### config.mk
export PLATFORM = sky130hd
export DESIGN_NAME = utf16_utf32_to_utf8_encoder_top
export DESIGN_NICKNAME = d
export VERILOG_FILES = /design/src/u8enc_pkg.sv /design/src/utf16_utf32_to_utf8_encoder_top.sv /design/src/u8enc_front.sv /design/src/u8enc_fifo.sv /design/src/u8enc_back.sv
export SDC_FILE = /design/constraint.sdc
export NUM_CORES = 1
export LEC_CHECK = 0
export ABC_AREA = 1
export BUFFER_PORTS_ARGS = -buffer_cell sky130_fd_sc_hd__buf_4
export CAP_MARGIN = 0
export CORE_ASPECT_RATIO = 1.1
export CORE_UTILIZATION = 50
export DETAILED_ROUTE_END_ITERATION = 7
export GPL_ROUTABILITY_DRIVEN = 1
export PLACE_DENSITY = 0.79
export SYNTH_ARGS = -nofsm -noshare
export SYNTH_HDL_FRONTEND = slang
export SYNTH_HIERARCHICAL = 1
export SYNTH_SLANG_ARGS = --single-unit
### constraint.sdc
create_clock -name i_clk -period 9.45 [get_ports i_clk]
set_input_delay 1.89 -clock i_clk [delete_from_list [all_inputs] [get_ports i_clk]]
set_output_delay 1.89 -clock i_clk [all_outputs]
set_load 0.01 [all_outputs]
### src/u8enc_pkg.sv
package u8enc_pkg;

    // Input mode codes
    localparam logic [1:0] MODE_UTF16 = 2'd0;
    localparam logic [1:0] MODE_UTF32 = 2'd1;
    localparam logic [1:0] MODE_CLEAR = 2'd2;

    // Default depth of the queue between front and back
    localparam int FIFO_DEPTH = 4;

    // Status codes
    localparam logic STATUS_OK  = 1'b0;
    localparam logic STATUS_ERR = 1'b1;

    // One encoded item: up to four bytes, first byte in slot 0
    typedef struct packed {
        logic            err;
        logic [2:0]      count;
        logic [3:0][7:0] bytes;
    } t_entry;

endpackage

### src/utf16_utf32_to_utf8_encoder_top.sv
// UTF-16 / UTF-32 to UTF-8 encoder.
// Input channel: queue style. A transaction (i_mode, i_code_value) is taken
// at a clock edge with push high and full low. Mode 0 is a UTF-16 code unit,
// mode 1 a UTF-32 code point, mode 2 clears a pending high surrogate.
// Output channel: queue style. While empty is low the oldest byte sits on
// o_out_byte/o_byte_count/o_is_last/o_status; pop high takes it.
// Each code point gives 1 to 4 byte transactions, the last one flagged; bad
// input gives one error transaction (status 1, byte and count zero).
// Throughput: one input transaction per cycle while the encoded-item queue
// has room; the output side moves one byte per cycle while pop is high, so
// a 4-byte character holds the byte serializer until its four bytes are
// taken. The first byte is written to the queue, then to the output register.
// When the receiver stalls, the queue (DEPTH entries) fills and then full
// rises; the front keeps accepting items that give no output only while
// full is low. Reset empties the queue and clears the pending surrogate.
module utf16_utf32_to_utf8_encoder_top #(
    parameter int DEPTH = u8enc_pkg::FIFO_DEPTH
) (
    input  logic        i_clk,
    input  logic        i_rst_n,
    input  logic        push,
    output logic        full,
    input  logic [1:0]  i_mode,
    input  logic [31:0] i_code_value,
    output logic        empty,
    input  logic        pop,
    output logic [7:0]  o_out_byte,
    output logic [2:0]  o_byte_count,
    output logic        o_is_last,
    output logic        o_status
);

    logic              w_accept;
    logic              w_wr;
    u8enc_pkg::t_entry w_wentry;
    u8enc_pkg::t_entry w_rentry;
    logic              w_rd;
    logic              w_q_empty;
    logic              w_pending;

    assign w_accept = push && !full;

    // Front: surrogate pairing and encoding
    u8enc_front u_front (
        .i_clk        (i_clk),
        .i_rst_n      (i_rst_n),
        .i_accept     (w_accept),
        .i_mode       (i_mode),
        .i_code_value (i_code_value),
        .o_wr         (w_wr),
        .o_entry      (w_wentry),
        .o_pending    (w_pending)
    );

    // Queue of encoded items
    u8enc_fifo #(
        .DEPTH (DEPTH)
    ) u_fifo (
        .i_clk   (i_clk),
        .i_rst_n (i_rst_n),
        .i_wr    (w_wr),
        .i_wdata (w_wentry),
        .i_rd    (w_rd),
        .o_rdata (w_rentry),
        .o_full  (full),
        .o_empty (w_q_empty)
    );

    // Back: byte serializer with output register
    u8enc_back u_back (
        .i_clk        (i_clk),
        .i_rst_n      (i_rst_n),
        .i_q_empty    (w_q_empty),
        .i_q_entry    (w_rentry),
        .o_q_rd       (w_rd),
        .i_pop        (pop),
        .o_empty      (empty),
        .o_out_byte   (o_out_byte),
        .o_byte_count (o_byte_count),
        .o_is_last    (o_is_last),
        .o_status     (o_status)
    );

    // Error transactions carry no byte and always close the sequence
    a_err_shape: assert property (@(posedge i_clk) disable iff (!i_rst_n)
        (!empty && o_status) |-> (o_is_last && o_byte_count == 3'd0 && o_out_byte == 8'd0))
        else $error("error transaction malformed");

    // Valid bytes always carry a sequence length
    a_ok_count: assert property (@(posedge i_clk) disable iff (!i_rst_n)
        (!empty && !o_status) |-> (o_byte_count != 3'd0 && o_byte_count <= 3'd4))
        else $error("valid byte without sequence length");

    // A clear command drops any pending high surrogate
    a_clear: assert property (@(posedge i_clk) disable iff (!i_rst_n)
        (w_accept && i_mode == u8enc_pkg::MODE_CLEAR) |=> !w_pending)
        else $error("pending surrogate survived clear");

    // Output side is empty right after reset
    a_rst_empty: assert property (@(posedge i_clk)
        !i_rst_n |=> (empty && !w_pending))
        else $error("state not cleared by reset");

endmodule

### src/u8enc_front.sv
module u8enc_front (
    input  logic                i_clk,
    input  logic                i_rst_n,
    input  logic                i_accept,
    input  logic [1:0]          i_mode,
    input  logic [31:0]         i_code_value,
    output logic                o_wr,
    output u8enc_pkg::t_entry   o_entry,
    output logic                o_pending
);

    logic        r_pend;
    logic        n_pend;
    logic [9:0]  r_hi;
    logic [9:0]  n_hi;
    logic [15:0] w_unit;
    logic        w_is_high;
    logic        w_is_low;
    logic        w_force_err;
    logic [31:0] w_cp;

    // Encode one code point into UTF-8 bytes, or an error entry
    function automatic u8enc_pkg::t_entry encode(input logic [31:0] cp);
        u8enc_pkg::t_entry e;
        e.err   = 1'b0;
        e.count = 3'd0;
        e.bytes = '0;
        if (cp <= 32'h7F) begin
            e.bytes[0] = cp[7:0];
            e.count    = 3'd1;
        end else if (cp <= 32'h7FF) begin
            e.bytes[0] = {3'b110, cp[10:6]};
            e.bytes[1] = {2'b10, cp[5:0]};
            e.count    = 3'd2;
        end else if (cp >= 32'hD800 && cp <= 32'hDFFF) begin
            e.err = 1'b1;
        end else if (cp <= 32'hFFFF) begin
            e.bytes[0] = {4'b1110, cp[15:12]};
            e.bytes[1] = {2'b10, cp[11:6]};
            e.bytes[2] = {2'b10, cp[5:0]};
            e.count    = 3'd3;
        end else if (cp <= 32'h10FFFF) begin
            e.bytes[0] = {5'b11110, cp[20:18]};
            e.bytes[1] = {2'b10, cp[17:12]};
            e.bytes[2] = {2'b10, cp[11:6]};
            e.bytes[3] = {2'b10, cp[5:0]};
            e.count    = 3'd4;
        end else begin
            e.err = 1'b1;
        end
        return e;
    endfunction

    // Surrogate classification of the low 16 bits
    assign w_unit    = i_code_value[15:0];
    assign w_is_high = (w_unit inside {[16'hD800:16'hDBFF]});
    assign w_is_low  = (w_unit inside {[16'hDC00:16'hDFFF]});

    // Pending-surrogate handling and queue write decision
    always_comb begin
        n_pend      = r_pend;
        n_hi        = r_hi;
        o_wr        = 1'b0;
        w_force_err = 1'b0;
        w_cp        = i_code_value;
        if (i_accept) begin
            case (i_mode)
                u8enc_pkg::MODE_UTF16: begin
                    if (r_pend) begin
                        n_pend = 1'b0;
                        n_hi   = '0;
                        o_wr   = 1'b1;
                        if (!w_is_low) begin
                            w_force_err = 1'b1;
                        end
                        w_cp = {12'd0, r_hi, w_unit[9:0]} + 32'h10000;
                    end else if (w_is_high) begin
                        n_pend = 1'b1;
                        n_hi   = w_unit[9:0];
                    end else begin
                        o_wr = 1'b1;
                        w_cp = {16'd0, w_unit};
                    end
                end
                u8enc_pkg::MODE_UTF32: begin
                    n_pend = 1'b0;
                    n_hi   = '0;
                    o_wr   = 1'b1;
                end
                u8enc_pkg::MODE_CLEAR: begin
                    n_pend = 1'b0;
                    n_hi   = '0;
                end
                default: begin
                end
            endcase
        end
    end

    // Entry pushed into the queue
    always_comb begin
        o_entry = encode(w_cp);
        if (w_force_err) begin
            o_entry.err   = 1'b1;
            o_entry.count = 3'd0;
            o_entry.bytes = '0;
        end
    end

    // Pending state
    always_ff @(posedge i_clk) begin
        if (!i_rst_n) begin
            r_pend <= 1'b0;
            r_hi   <= '0;
        end else begin
            r_pend <= n_pend;
            r_hi   <= n_hi;
        end
    end

    assign o_pending = r_pend;

endmodule

### src/u8enc_fifo.sv
module u8enc_fifo #(
    parameter int DEPTH = u8enc_pkg::FIFO_DEPTH
) (
    input  logic                i_clk,
    input  logic                i_rst_n,
    input  logic                i_wr,
    input  u8enc_pkg::t_entry   i_wdata,
    input  logic                i_rd,
    output u8enc_pkg::t_entry   o_rdata,
    output logic                o_full,
    output logic                o_empty
);

    localparam int AW = (DEPTH > 1) ? $clog2(DEPTH) : 1;
    localparam int CW = $clog2(DEPTH + 1);

    u8enc_pkg::t_entry r_mem [DEPTH];
    logic [AW-1:0]     r_wptr;
    logic [AW-1:0]     r_rptr;
    logic [CW-1:0]     r_cnt;
    logic              w_do_wr;
    logic              w_do_rd;

    assign o_full  = (r_cnt == CW'(DEPTH));
    assign o_empty = (r_cnt == '0);
    assign w_do_wr = i_wr && !o_full;
    assign w_do_rd = i_rd && !o_empty;
    assign o_rdata = r_mem[r_rptr];

    // Storage
    always_ff @(posedge i_clk) begin
        if (w_do_wr) begin
            r_mem[r_wptr] <= i_wdata;
        end
    end

    // Pointers and occupancy
    always_ff @(posedge i_clk) begin
        if (!i_rst_n) begin
            r_wptr <= '0;
            r_rptr <= '0;
            r_cnt  <= '0;
        end else begin
            if (w_do_wr) begin
                r_wptr <= (r_wptr == AW'(DEPTH - 1)) ? '0 : r_wptr + 1'b1;
            end
            if (w_do_rd) begin
                r_rptr <= (r_rptr == AW'(DEPTH - 1)) ? '0 : r_rptr + 1'b1;
            end
            if (w_do_wr && !w_do_rd) begin
                r_cnt <= r_cnt + 1'b1;
            end else if (w_do_rd && !w_do_wr) begin
                r_cnt <= r_cnt - 1'b1;
            end
        end
    end

endmodule

### src/u8enc_back.sv
module u8enc_back (
    input  logic                i_clk,
    input  logic                i_rst_n,
    input  logic                i_q_empty,
    input  u8enc_pkg::t_entry   i_q_entry,
    output logic                o_q_rd,
    input  logic                i_pop,
    output logic                o_empty,
    output logic [7:0]          o_out_byte,
    output logic [2:0]          o_byte_count,
    output logic                o_is_last,
    output logic                o_status
);

    logic       r_val;
    logic [1:0] r_idx;
    logic [7:0] r_byte;
    logic [2:0] r_count;
    logic       r_last;
    logic       r_status;
    logic       w_load;
    logic       w_last;

    // Load the next byte when the output register is free or being taken
    assign w_load = !i_q_empty && (!r_val || i_pop);
    assign w_last = i_q_entry.err || ({1'b0, r_idx} == (i_q_entry.count - 3'd1));
    assign o_q_rd = w_load && w_last;

    // Byte index within the head entry and output valid
    always_ff @(posedge i_clk) begin
        if (!i_rst_n) begin
            r_val <= 1'b0;
            r_idx <= '0;
        end else begin
            if (w_load) begin
                r_val <= 1'b1;
                r_idx <= w_last ? 2'd0 : r_idx + 2'd1;
            end else if (i_pop) begin
                r_val <= 1'b0;
            end
        end
    end

    // Output payload register
    always_ff @(posedge i_clk) begin
        if (w_load) begin
            r_byte   <= i_q_entry.bytes[r_idx];
            r_count  <= i_q_entry.count;
            r_last   <= w_last;
            r_status <= i_q_entry.err ? u8enc_pkg::STATUS_ERR : u8enc_pkg::STATUS_OK;
        end
    end

    assign o_empty      = !r_val;
    assign o_out_byte   = r_byte;
    assign o_byte_count = r_count;
    assign o_is_last    = r_last;
    assign o_status     = r_status;

endmodule
=== Yosys cells after proc, flatten, opt, wreduce, memory -nomap -nowiden ===
Memories as Yosys holds them, arrays and structs flattened. A register that Yosys moved wholly into a read port is not among the register bits.
Cells that the tools add are included.

* $add $sub $neg: 7
* Magnitude comparators: 11
* Equality and inequality tests: 7
* Muxes and demuxes: 49
* Reductions and logical operators: 25

{| class="wikitable"
|+ Operator list
! kind !! count
|-
| 32-bit two-way mux || 4
|-
| 35-bit two-way mux || 2
|-
| 32-bit by 16-bit less-or-equal comparator with 1-bit output, second input constant || 2
|-
| 24-bit two-way mux || 2
|-
| 36-bit two-way mux || 1
|-
| 16-bit >= comparator, second input constant || 2
|-
| 32-bit by 16-bit >= comparator with 1-bit output, second input constant || 1
|-
| 16-bit less-or-equal comparator, second input constant || 2
|-
| 32-bit by 11-bit less-or-equal comparator with 1-bit output, second input constant || 1
|-
| 32-bit by 21-bit less-or-equal comparator with 1-bit output, second input constant || 1
|-
| 32-bit by 7-bit less-or-equal comparator with 1-bit output, second input constant || 1
|-
| 16-bit two-way mux || 2
|-
| 8-bit two-way mux || 3
|-
| 20-bit by 17-bit adder with 21-bit output, second input constant || 1
|-
| 10-bit two-way mux || 2
|-
| 10-bit one-hot mux with 2 select lines || 1
|-
| 1-bit two-way mux || 19
|-
| 8-bit binary-select mux with 2-bit select || 1
|-
| 3-bit two-way mux || 5
|-
| 1-bit logical AND || 10
|-
| 2-bit two-way mux || 5
|-
| 2-bit by 1-bit adder with 2-bit output, second input constant || 3
|-
| 2-bit == test, second input constant || 3
|-
| 2-bit nonzero test || 3
|-
| 15 further kinds || 22
|}

* Bits in registers: 34
* Bits in writable memories: 144
* Bits of input ports: 38
* Output and inout port bits: 15
* Logic and storage cells: 111
* Memories kept: 1

{| class="wikitable"
|+ Memories
! memory !! depth !! bits a word !! read ports !! clocked after memory_dff !! wr ports !! RTL line !! source
|-
| u_fifo.r_mem || 4 || 36 || 1 || 1 || 1 || u8enc_fifo.sv:17 || <nowiki>u8enc_pkg::t_entry r_mem [DEPTH];</nowiki>
|}

=== Longest topological paths before layout ===
Gate-level depths: netlist of the first run.

* Word-level depth: 13
* Mapped depth: 22
* Depth with buffers taken out: 21

=== By module ===
The synthesis of the first run kept the hierarchy.

{| class="wikitable"
|+ By module, submodules not included
! module !! times used !! cells each !! area an instance (µm²) !! sequential area each (µm²)
|-
| u8enc_fifo || 1 || 420 || 5868.1 || 4504.3
|-
| u8enc_front || 1 || 312 || 1710.4 || 220.2
|-
| u8enc_back || 1 || 90 || 875.8 || 450.4
|-
| utf16_utf32_to_utf8_encoder_top || 1 || 2 || 10.0 || 0.0
|}

=== Worst setup path after synthesis of the first run ===
Ideal clock, no wire load.

* Path kind: input port to flip-flop
* From: in i_code_value[12]
* To: mem u_fifo/r_mem[0][0] (netlist name), enable pin
* Arrival: 4176 ps
* Slack: 4845 ps
* Stages on the path: 9
* Buffers on the path: 1
* Cell sequence: inv_1 -> nor2_2 -> nand3b_4 -> nand4_1 -> nand2_1 -> buf_4 -> nand2_1 -> nand2_2 -> nor2_1

* Cells in the longest elaborated chain, start to end: 9
* Elaborated cells on any way between the ends: 10
* Classes of those cells: order compare: 2; mux: 6; reduce/logical: 2

{| class="wikitable"
|+ Ends and longest elaborated chain
! element !! RTL line !! source
|-
| start: declaration || utf16_utf32_to_utf8_encoder_top.sv:24 || <nowiki>input logic [31:0] i_code_value,</nowiki>
|-
| 16-bit >= comparator or 16-bit less-or-equal comparator (tied branches) || u8enc_front.sv:56 || <nowiki>assign w_is_high = (w_unit inside {[16'hD800:16'hDBFF]});</nowiki>
|-
| 1-bit logical AND * || u8enc_front.sv:56 ||
|-
| 1-bit two-way mux * || u8enc_front.sv:77 || <nowiki>end else if (w_is_high) begin</nowiki>
|-
| 1-bit two-way mux * || u8enc_front.sv:69 || <nowiki>if (r_pend) begin</nowiki>
|-
| 1-bit one-hot mux with 2 select lines * || u8enc_front.sv:67 || <nowiki>case (i_mode)</nowiki>
|-
| 1-bit two-way mux * || u8enc_front.sv:66 || <nowiki>if (i_accept) begin</nowiki>
|-
| via w_wr || utf16_utf32_to_utf8_encoder_top.sv:34 || <nowiki>logic w_wr;</nowiki>
|-
| 1-bit logical AND * || u8enc_fifo.sv:26 || <nowiki>assign w_do_wr = i_wr && !o_full;</nowiki>
|-
| 1-bit two-way mux * || u8enc_fifo.sv:32 || <nowiki>if (w_do_wr) begin</nowiki>
|-
| 1-bit two-way mux (implied by the code) * || u8enc_fifo.sv:33 || <nowiki>r_mem[r_wptr] <= i_wdata;</nowiki>
|-
| end: declaration || u8enc_fifo.sv:17 ||
|}

Mark *: on every way through the listed nets, which the timed path passes. The rest lies on a longest branch.

==> flow_summary.ini, run 1 <==
[place]
hpwl_um = 11600
place_congestion = 0.892
port_buffers = 52
dp.cells = 1049
dpl_worst_slack_ps = 4830

[flow_run]
max_cap_viol_count = 0

[logic_synthesis]
yosysUniqueCellTypes = 46
synth-seq-cells = 180
yosysTopAreaCellShare = 0.557
synthFlopType = edfxtp_1
synth.largest_area_cell = edfxtp_1
yosys-top-cells-count = edfxtp_1 (157), nor2_1 (138), nand2_1 (107)
synth_seq_area_share = 0.611
synth_edf_count = 157
synthTopCellsByArea = edfxtp_1 (56%), nor2_1 (6.1%), dfxtp_1 (5.4%)
avgSynthCellArea_um2 = 10.3
ys_warn_count = 6
syn-cell-area_um2 = 8460
async_reset_ff_frac = 0
syn_inst = 824
synthMostInstantiatedCell = edfxtp_1

[sta]
fmax_mhz = 236
holdWs_ps = 468
setup_viol = 0
final_max_slew_viol_count = 0
fin_crit_sh = 0.448
final.setup.worst_slack_ps = 5220
clock_skew_ps = 8.41
worst_pin_slew_ps = 812
min_period_ps = 4230
slew_headroom = 0.458
rsz0062_at_grt = false
setup_tns_ps = 0
hold_viol_final = 0

[floorplanning]
initial_core_util = 0.515
die_h_um = 138
die_x_um = 126
ios = 53
core-area_um2 = 16400
fp-row-count = 49
die_area_um2 = 17500

[grt]
gr-total-overflow = 0
grtUsageTotal = 0.227
grt_pass1_wl_um = 30300
antenna_found_initial = 0
grt_max_degree = 73
grt_pass1_vias = 5946

[pwr]
ir_drop_uv = 102
p_per_area_nw_per_um2 = 230
leakage_nw = 3.83

[detailed_routing]
routed_via_density = 5.80
drc = 0
drt_iter0_drc = 817
dr.pass1.iters = 7
vias = 6266
wl_per_cell_um = 17.3
wl_um = 18700
ant_nets = 0

[worst_setup_path]
crit_required_ps = 9600
end_kind = flop
r2r.worst_path.cells = 17
worst_ep_arrival_time_ps = 4380
crit_fanout = 11
startpoint_type = input pin
worstSetupPathType = in -> reg

[cts]
cts_root_buf = clkbuf_16
cts.clk_slew.worst_paths_ps = 60
cts_setup_buffers = 0
clk-insertion-delay-late_ps = 430
cts_inserted_buffers = 17
cts.repair.resized = 0
clkSinkCount = 180
cts_tree = done
postCtsHoldBufs = 0
cts_buffer_depth = 2
htree_levels = 4

[final_layout]
final_cells = 1081
fin_util = 0.577
layout.nets = 914
areaGrowthSynthToFinish_pct = 12.0
fillers = 1318
register_area_um2 = 5180
antenna_cells = 0
drive_gt1_frac = 0.149
multi_input_area_um2 = 2750

[hold_path]
hold_depth = 2
hp-class = reg -> reg

[status]
outcome = completed
[placed cells by master (no fill, tap or decap), drive strengths merged, types with 2 or more instances in the layout]
cell / Yosys / final
dfxtp: 23 / 23
nor3: 2 / 2
o21a: 2 / 2
clkbuf: 3 / 23
buf: 36 / 58
nor2: 144 / 144
clkinv: 2 / 9
o211ai: 5 / 5
a21oi: 30 / 30
bufinv: 0 / 2
or2: 4 / 4
conb: 1 / 3
nand3: 54 / 54
nand4: 9 / 9
nand3b: 3 / 3
nand2: 119 / 119
inv: 71 / 71
ha: 11 / 11
a21boi: 3 / 3
o21ai: 95 / 95
edfxtp: 157 / 157
o22ai: 44 / 44
[layer usage]
layer	vias to the layer above	share of wire	global-route usage
li1	2943	-	-
met1	2966	0.41	0.287
met2	311	0.48	0.374
met3	46	0.083	0.0468
met4	0	0.028	0.105
met5	-	0	0
[where the power goes]
part / internal [mW] / total [mW] / switching, mW
logic: 0.174 / 0.496 / 0.322
registers: 0.955 / 0.997 / 0.0417
clock network: 0.409 / 0.690 / 0.281
[stage by stage]
| step | power, mW | instance area [um^2] |
|---|---|---|
| after detailed placement | 1.51 | 8900 |
| after global placement | 1.49 | 8900 |
| after CTS | 2.19 | 9480 |
| after global routing | 2.29 | 9480 |
| after floorplan | 1.36 | 8470 |
| final | 2.18 | 9480 |
[registers in the layout, indices dropped and copies added (netlist names), named ones only]
register,flops
u_fifo/r_mem,144
u_front/r_hi,10
u_back/o_out_byte,8
u_back/o_byte_count,3
u_fifo/r_cnt,3
u_back/r_idx,2
u_fifo/r_rptr,2
u_fifo/r_wptr,2
u_back/o_is_last,1
u_back/o_status,1
u_back/r_val,1
u_front/o_pending,1
[critical path: stages]
cell and delay (ps):
buf_4 100, inv_1 40, ha_1 190, nand2_1 90, inv_2 40, nand2_1 290, inv_2 150, or2_1 250
o21ai_1 140, nand4_1 220, nor2_2 280, nand2_2 210, nand3_1 330, a21oi_1 160
[worst paths after layout]
kind                               to  slack, ps       startpoint
hold reg to reg       u_front/r_hi[3]        470  u_front/r_hi[3]
setup / recovery  u_fifo/r_mem[1][19]       5220        i_mode[0]
hold / removal        u_front/r_hi[3]        470  u_front/r_hi[3]
setup reg to reg      u_fifo/r_cnt[1]       5880             flop
[kinds of logic (layout without fill, tap and decap cells)]
group                      after synthesis  after routing  share of synthesized area
and+or+nand+nor                        337            337                      0.179
adders and majority gates               12             12                     0.0186
other                                    1              3                   0.000443
AOI/OAI and AO/OA                      181            181                      0.121
xor gates and xnor gates                 1              1                    0.00192
DFF                                    180            180                      0.611
buffers and inverters                  112            163                     0.0678
[cell type report]
cell class                      count  share of cell area
Clock buffer                       23              0.0504
Clock inverter                      9              0.0108
Inverter                           73              0.0298
Multi-Input combinational cell    534               0.290
Sequential cell                   180               0.546
Tap cell                          204              0.0269
Timing Repair Buffer               58              0.0459
Power figures use the tool's default switching activity.
==> run 2, diff against run 1 <==
==> constraint.sdc (replaced) <==
create_clock -name i_clk -period 4.3 [get_ports i_clk]
set_input_delay 0.86 -clock i_clk [delete_from_list [all_inputs] [get_ports i_clk]]
set_output_delay 0.86 -clock i_clk [all_outputs]
set_load 0.01 [all_outputs]
==> run 2 against run 1 <==
Design area increased by 0.41%. Utilization increased by 0.24 points. Clock power increased by 120%. Sequential power increased by 120%. Critical path depth increased by 1. Flip-flop and latch count unchanged. Global-route usage decreased by 0.11 points. Die area unchanged.
==> flow_summary.ini, run 2 (synthesis results as in run 1) <==
[status]
outcome = completed

[worst_setup_path]
cp_cell_sequence = o21ai_1 > o22ai_1 > inv_1 > ha_1 > inv_1 > nand2_4 > nand2_4 > nand3_4 > a21boi_4 > nand2_1 > ha_1 > inv_1 > fa_1 > o21ai_0 > nor2_1
worst_ep_arrival_time_ps = 3680
cp_slowest_cell = dfxtp_2
critical-path-max-stage-delay_ps = 800
critPathTopFamily = adder cells
cp_num_buf_inv = 3
crit_fanout = 36
worstSetupPathType = reg -> reg
crit_path_frequent_cell = inv_1
startpoint_type = flop
end_kind = flop
crit_required_ps = 4620

[cts]
cts_root_buf = clkbuf_16
clk-insertion-delay-late_ps = 430
postCtsHoldBufs = 0
cts_setup_buffers = 0
cts.clk_slew.worst_paths_ps = 60
cts_buffer_depth = 2
clkSinkCount = 180
cts_inserted_buffers = 17
cts.repair.resized = 0
htree_levels = 4
cts_tree = done

[sta]
final_max_slew_viol_count = 0
min_period_ps = 3360
setup_viol = 0
fmax_mhz = 297
slew_headroom = 0.518
worst_pin_slew_ps = 724
fin_crit_sh = 0.782
hold_viol_final = 0
rsz0062_at_grt = false
setup_tns_ps = 0
clock_skew_ps = 7.49

[final_layout]
regMostFlops = u_fifo/r_mem
drive_gt1_frac = 0.152
largest_reg_flops = 144
layout.nets = 918
antenna_cells = 0
final_cell_mix = edfxtp_1 (157), nor2_1 (134), nand2_1 (107), o21ai_1 (64), buf_4 (61)
final_common_cell = edfxtp_1
areaGrowthSynthToFinish_pct = 12.5
fillers = 1340

[pwr]
total_power_mw = 4.80
p_per_area_nw_per_um2 = 504
ir_drop_uv = 293
leakage_nw = 3.85

[floorplanning]
fp-row-count = 49
die_x_um = 126
ios = 53
initial_core_util = 0.515
core-area_um2 = 16400
die_h_um = 138
die_area_um2 = 17500

[grt]
gr-total-overflow = 0
grt_max_degree = 63
grtUsageTotal = 0.226
grt_pass1_vias = 6099
grt_pass1_wl_um = 30300
antenna_found_initial = 0

[detailed_routing]
ant_nets = 0
wl_per_cell_um = 17.5
routed_via_density = 5.81
drt_iter0_drc = 705
wl_um = 18900
vias = 6301
dr.pass1.iters = 5
drc = 0

[flow_run]
max_cap_viol_count = 0

[place]
port_buffers = 52
hpwl_um = 12000
place_congestion = 0.936

[hold_path]
hold_start = u_front/r_hi[5]
hp-class = reg -> reg
[run 2: cell count changes in the layout (fill, tap and decap cells not counted)]
cell       previous run  this run
buf_4                58        61
clkinv_2              6         3
inv_4                 1         3
buf_12                0         1
bufinv_16             2         1
clkbuf_1              3         4
clkbuf_16            17        18
[run 2: tightest hold or removal path, cell delays in order (launching register included)]
cell,delay [ps]
dfxtp_1,310
nand2_1,60
a21oi_1,60
[run 2: area by class of cell]
| cell class | instances | area (um^2) | area share |
|---|---|---|---|
| flip-flops and latches | 180 | 5180 | 0.544 |
| multi-input cells | 534 | 2750 | 0.289 |
| clock buffers | 25 | 507 | 0.0532 |
| repair buffers | 62 | 478 | 0.0502 |
| inverters | 73 | 283 | 0.0297 |
| well taps | 204 | 255 | 0.0268 |
| clock inverters | 7 | 70.1 | 0.00736 |
[run 2: power breakdown]
part / leakage [nW] / switching, mW / internal, mW
clock network: 0.287 / 0.618 / 0.879
registers: 1.71 / 0.0914 / 2.10
logic: 1.85 / 0.720 / 0.393
total: 3.85 / 1.43 / 3.37
[run 2: path summary, 6_finish.rpt]
check / end / slack (ps) / cells past startpoint
max: u_fifo/r_cnt[1] / 940 / 15
min reg2reg: u_front/r_hi[5] / 470 / 2
max reg2reg: u_fifo/r_cnt[1] / 940 / 15
min: u_front/r_hi[5] / 470 / 2
[run 2: metal layers]
metal / global-route usage / vias to the layer above / wire [um] / part of all wire
met5: 0 / - / 0 / 0
met3: 0.0461 / 52 / 1570 / 0.083
li1: - / 2954 / - / -
met4: 0.108 / 0 / 537 / 0.028
met2: 0.367 / 325 / 9170 / 0.48
met1: 0.289 / 2970 / 7660 / 0.40
[run 2: stage by stage]
stage,instances,hold WS (ps),utilization,setup slack [ps],cell area [um^2]
after floorplan,826,445,-,725,8470
after global placement,1053,453,0.544,847,8940
after detailed placement,1053,460,0.544,774,8940
after CTS,1085,471,0.580,907,9520
after global routing,1085,493,0.580,635,9520
final,1085,473,0.580,937,9520
